<file path="src/rau_pkg.sv">
package rau_pkg;

  localparam int unsigned OW = 32;  // operand bits taken from each input word
  localparam int unsigned PW = 2 * OW;
  localparam int unsigned WW = 64;  // width of numerator and denominator paths
  localparam int unsigned CW = $clog2(WW);

  localparam logic [2:0] FUNC_ADD = 3'd0;
  localparam logic [2:0] FUNC_SUB = 3'd1;
  localparam logic [2:0] FUNC_MUL = 3'd2;
  localparam logic [2:0] FUNC_DIV = 3'd3;
  localparam logic [2:0] FUNC_NEG = 3'd4;
  localparam logic [2:0] FUNC_CMP = 3'd5;

  localparam logic [1:0] STAT_OK       = 2'd0;
  localparam logic [1:0] STAT_ZERO_DEN = 2'd1;
  localparam logic [1:0] STAT_DIV_ZERO = 2'd2;

  localparam logic [1:0] ORD_LESS    = 2'd0;
  localparam logic [1:0] ORD_EQUAL   = 2'd1;
  localparam logic [1:0] ORD_GREATER = 2'd2;

  typedef enum logic [3:0] {
    ST_IDLE,
    ST_CHECK,
    ST_MUL0,
    ST_MUL1,
    ST_MUL2,
    ST_COMB,
    ST_GCD,
    ST_DIV,
    ST_OUT
  } state_e;

  typedef struct packed {
    logic       load;
    logic       mul_en;
    logic [1:0] mul_sel;
    logic       comb;
    logic       gcd_step;
    logic       div_start;
    logic       div_step;
    logic       out_load;
  } dp_cmd_t;

  typedef struct packed {
    logic early;
    logic neg_op;
    logic skip_gcd;
    logic gcd_done;
    logic div_last;
    logic out_busy;
  } dp_stat_t;

  // Magnitude of the low OW bits read as two's complement.
  function automatic logic [OW-1:0] mag_of(input logic [31:0] v);
    logic [OW-1:0] x;
    x = v[OW-1:0];
    return x[OW-1] ? (~x + 1'b1) : x;
  endfunction

endpackage

</file>
<file path="src/rau_ctrl.sv">
module rau_ctrl (
  input  logic               clk_i,
  input  logic               rst_ni,
  input  logic               in_valid_i,
  output logic               in_ready_o,
  input  rau_pkg::dp_stat_t  stat_i,
  output rau_pkg::dp_cmd_t   cmd_o
);

  rau_pkg::state_e state_q, state_d;

  always_ff @(posedge clk_i or negedge rst_ni) begin
    if (!rst_ni) begin
      state_q <= rau_pkg::ST_IDLE;
    end else begin
      state_q <= state_d;
    end
  end

  always_comb begin
    state_d = state_q;
    unique case (state_q)
      rau_pkg::ST_IDLE: begin
        if (in_valid_i) state_d = rau_pkg::ST_CHECK;
      end
      rau_pkg::ST_CHECK: begin
        if (stat_i.early) state_d = rau_pkg::ST_OUT;
        else if (stat_i.neg_op) state_d = rau_pkg::ST_COMB;
        else state_d = rau_pkg::ST_MUL0;
      end
      rau_pkg::ST_MUL0: state_d = rau_pkg::ST_MUL1;
      rau_pkg::ST_MUL1: state_d = rau_pkg::ST_MUL2;
      rau_pkg::ST_MUL2: state_d = rau_pkg::ST_COMB;
      rau_pkg::ST_COMB: state_d = rau_pkg::ST_GCD;
      rau_pkg::ST_GCD: begin
        if (stat_i.skip_gcd) state_d = rau_pkg::ST_OUT;
        else if (stat_i.gcd_done) state_d = rau_pkg::ST_DIV;
      end
      rau_pkg::ST_DIV: begin
        if (stat_i.div_last) state_d = rau_pkg::ST_OUT;
      end
      rau_pkg::ST_OUT: begin
        if (!stat_i.out_busy) state_d = rau_pkg::ST_IDLE;
      end
      default: state_d = rau_pkg::ST_IDLE;
    endcase
  end

  always_comb begin
    cmd_o      = '0;
    in_ready_o = 1'b0;
    unique case (state_q)
      rau_pkg::ST_IDLE: begin
        in_ready_o  = 1'b1;
        cmd_o.load  = in_valid_i;
      end
      rau_pkg::ST_MUL0: begin
        cmd_o.mul_en  = 1'b1;
        cmd_o.mul_sel = 2'd0;
      end
      rau_pkg::ST_MUL1: begin
        cmd_o.mul_en  = 1'b1;
        cmd_o.mul_sel = 2'd1;
      end
      rau_pkg::ST_MUL2: begin
        cmd_o.mul_en  = 1'b1;
        cmd_o.mul_sel = 2'd2;
      end
      rau_pkg::ST_COMB: cmd_o.comb = 1'b1;
      rau_pkg::ST_GCD: begin
        cmd_o.gcd_step  = !stat_i.skip_gcd && !stat_i.gcd_done;
        cmd_o.div_start = !stat_i.skip_gcd && stat_i.gcd_done;
      end
      rau_pkg::ST_DIV: cmd_o.div_step = 1'b1;
      rau_pkg::ST_OUT: cmd_o.out_load = !stat_i.out_busy;
      default: cmd_o = '0;
    endcase
  end

endmodule

</file>
<file path="config.mk">
export PLATFORM = sky130hd
export DESIGN_NAME = rau_ctrl
export DESIGN_NICKNAME = d
export VERILOG_FILES = /design/src/rau_pkg.sv /design/src/rau_ctrl.sv
export SDC_FILE = /design/constraint.sdc
export NUM_CORES = 1
export LEC_CHECK = 0
export BUFFER_PORTS_ARGS = -buffer_cell sky130_fd_sc_hd__buf_2
export CAP_MARGIN = 20
export CORE_AREA = 5 5 42 44
export CTS_CLUSTER_SIZE = 30
export DETAILED_ROUTE_END_ITERATION = 7
export DIE_AREA = 0 0 47 49
export PLACE_DENSITY = 0.63
export SETUP_SLACK_MARGIN = 0.02
export SLEW_MARGIN = 10
export SYNTH_ARGS = -nofsm -noshare
export SYNTH_HDL_FRONTEND = slang
export SYNTH_SLANG_ARGS = --single-unit
</file>
<file path="constraint.sdc">
create_clock -name clk_i -period 2 [get_ports clk_i]
set_input_delay 0.4 -clock clk_i [delete_from_list [all_inputs] [get_ports clk_i]]
set_output_delay 0.4 -clock clk_i [all_outputs]
set_load 0.02 [all_outputs]
</file>
==> run_results.csv <==
group,metric,value,unit
drt,vias,452,
status,run_status,"complete, no violations",
global_routing,grt_max_degree,14,
yosys,synth.avg_cell_area,7.41,sq um
floorplan,design.core.area,1400,sq um
setup_path,path_max_fanout,13,
clock_network,htreeDepth,1,
yosys,synth_top_area_cell,"dfrtp_1",
power,combPwrFrac,66.7,%
timing,slew-limit-headroom,80.0,%
power,fin_total_pwr,0.822,mW
global_routing,grt_pass1_vias,418,
clock_network,cts.sinks,4,
setup_path,reg2regPathDepth,5,
floorplan,start_util,28.6,%
placed_design,dp.cells,87,
power,p_int,0.422,mW
setup_path,crit-reg2reg-launch,"state_q[1]",
yosys,ys_types,26,
setup_path,cp_top_family,"simple AND/OR/NAND/NOR gates",
placed_design,post-dp-hpwl,787,um
min_path,min-delay-start,"in_valid_i",
final_layout,reg_top3,"state_q: 4 flops",
setup_path,critical-path-max-stage-delay,0.58,ns
global_routing,grt_overflow,0,
timing,finClkSkew,0.00268,ns
clock_network,cts_tree,"done",
timing,fmax,0.523,GHz
min_path,min_path_type,"input pin to register",
setup_path,cp_cell_sequence,"or4_4 > inv_1 > buf_2",
setup_path,start_kind,"register",
setup_path,crit_path_end_kind,"output port",
floorplan,fp.dieW,47,um
final_layout,fillCellCount,163,
final_layout,area_growth,36.6,%
global_routing,grt.total_usage,9.48,%
power,power-per-cell-area,1500,nW/um^2
final_layout,antenna-diode-count,0,
final_layout,largest_register_ffs,4,
setup_path,cp_data_arrival_time,1.51,ns
setup_path,cp.required,1.60,ns
drt,avgViaCountPerCell,4.97,
power,vdd_drop_max,0.674,mV
clock_network,clkSlewWorstSetupHoldPaths,0.04,ns
power,power_leakage,0.287,nW
timing,layout_min_cycle_time,1.91,ns
yosys,syn-num-nets,63,
timing,period_share,95.7,%
timing,setup_violations,0,
power,sw_frac_of_total,48.7,%
clock_network,clockBufferDepth,2,
setup_path,path_depth,3,
drt,ant_nets,0,
yosys,synth_area_leaders,"dfrtp_1, nand2_1, buf_6",
drt,wl_per_cell,10.4,um
yosys,netlist_instances,54,
yosys,netlist_area,400,sq um
clock_network,cts-root-buf,"clkbuf_4",
floorplan,die_h,49,um
final_layout,layout_common_cells,"buf_2, nand2_1, nor2_1",
drt,drtIter0Drc,5,
final_layout,final_core_util,39.0,%
yosys,yosysWarnings,0,
power,p_clk_share,11.6,%
placed_design,io_buffers,18,
timing,finalHoldViolations,0,
final_layout,instances_no_fill,91,
clock_network,clk_latency,0.23,ns
global_routing,antenna_found_initial,0,
yosys,synth_seq_area_share,25.0,%
floorplan,ios,19,
power,p_seq_share,21.6,%
timing,drv_slew,0,
global_routing,grt_pass1_wl,1.60,mm
flow_run,drv_cap,0,
yosys,synth.top_cell.area_share,25.0,%
setup_path,critPathSlowestCell,"or4_4",
timing,setup_tns,0,ns
floorplan,fp-row-count,14,
min_path,holdPathStages,3,
yosys,synth.ff_latch_count,4,
drt,firstDrtPassIters,4,
timing,rsz0062_at_grt,"no",
final_layout,final_common_cell,"buf_2",
floorplan,dieArea,2300,sq um
placed_design,gp_congestion,0.801,
final_layout,final_nets,86,
setup_path,timing.critical_path.buf_inv,2,
final_layout,regMostFlops,"state_q",
drt,drc,0,
setup_path,startpoint,"state_q[0]",
power,power_switching,0.400,mW
final_layout,drive_gt1_share,45.3,%
setup_path,path_class,"register to output port",
drt,routed_wl,946,um
timing,worst_pin_slew,0.298,ns
clock_network,cts_buffers,3,
## final cells by class
cell class / count / area, sq um / share of cell area, %
multi-input combinational: 43 / 269 / 49.2
timing repair buffer: 22 / 123 / 22.4
sequential: 4 / 101 / 18.5
clock buffer: 3 / 22.5 / 4.12
tap: 16 / 20.0 / 3.66
inverter: 3 / 11.3 / 2.06
## logic make-up (layout without fill, tap and decap cells)
kind of cell           Yosys count  in the layout  synth area share, %
buffers and inverters            7             28                 11.6
AND/OR/NAND/NOR                 30             30                 41.9
flip-flops                       4              4                 25.0
AO/OA/AOI/OAI                   13             13                 21.6
## worst paths after layout
kind / endpoint / slack, ns
max in group asynchronous: state_q[0] / 1.37
min: state_q[3] / 0.45
max reg2reg: state_q[3] / 0.54
min reg2reg: state_q[3] / 0.69
min in group asynchronous: state_q[1] / 0.50
max: cmd_o[3] / 0.09
## cell usage after synthesis, drive strengths merged
library cell / number
nand3: 1
or3: 1
buf: 4
nand2b: 3
a221oi: 1
inv: 3
o21bai: 1
or2b: 2
and2: 1
or4: 1
o22ai: 1
nand2: 8
nor2: 6
o21ai: 3
dfrtp: 4
a21o: 2
a21oi: 4
nand3b: 1
nor3: 4
nor4: 2
o211ai: 1
## power groups by stage
stage                     clock network, mW  registers [mW]  logic [mW]
after floorplan                           0           0.141       0.458
after global placement                    0           0.170       0.533
after detailed placement                  0           0.172       0.532
after CTS                             0.102           0.171       0.536
after global routing                  0.107           0.184       0.619
final                                0.0956           0.178       0.549
## worst min-delay path, cell delays in order
cell and delay [ns]:
buf_2 0.10, inv_1 0.06, a221oi_1 0.07
## layer usage
layer	GRT usage [%]	vias to the layer above	share of wire (%)	wire (um)
met5	0	-	0	0
met4	6.91	0	1.1	10
met3	2.21	2	7.9	75
met2	13.1	17	45	425
met1	12.2	202	46	434
li1	-	231	-	-
## what timing repair did
item / in CTS / in global routing
endpoints found under the setup margin: 0 / 2
resized for setup: 0 / 2
setup buffers: 0 / 0
hold endpoints to repair: 4 / 0
hold buffers: 1 / 0
## through the flow
step	hold WS, ns	setup slack [ns]	instance area (sq um)
final	0.455	0.0863	547
after global placement	0.207	0.241	504
after detailed placement	0.209	0.236	504
after floorplan	0.104	0.212	407
after global routing	0.475	0.0320	547
after CTS	0.448	0.0345	537
Power figures use the tool's default switching activity.
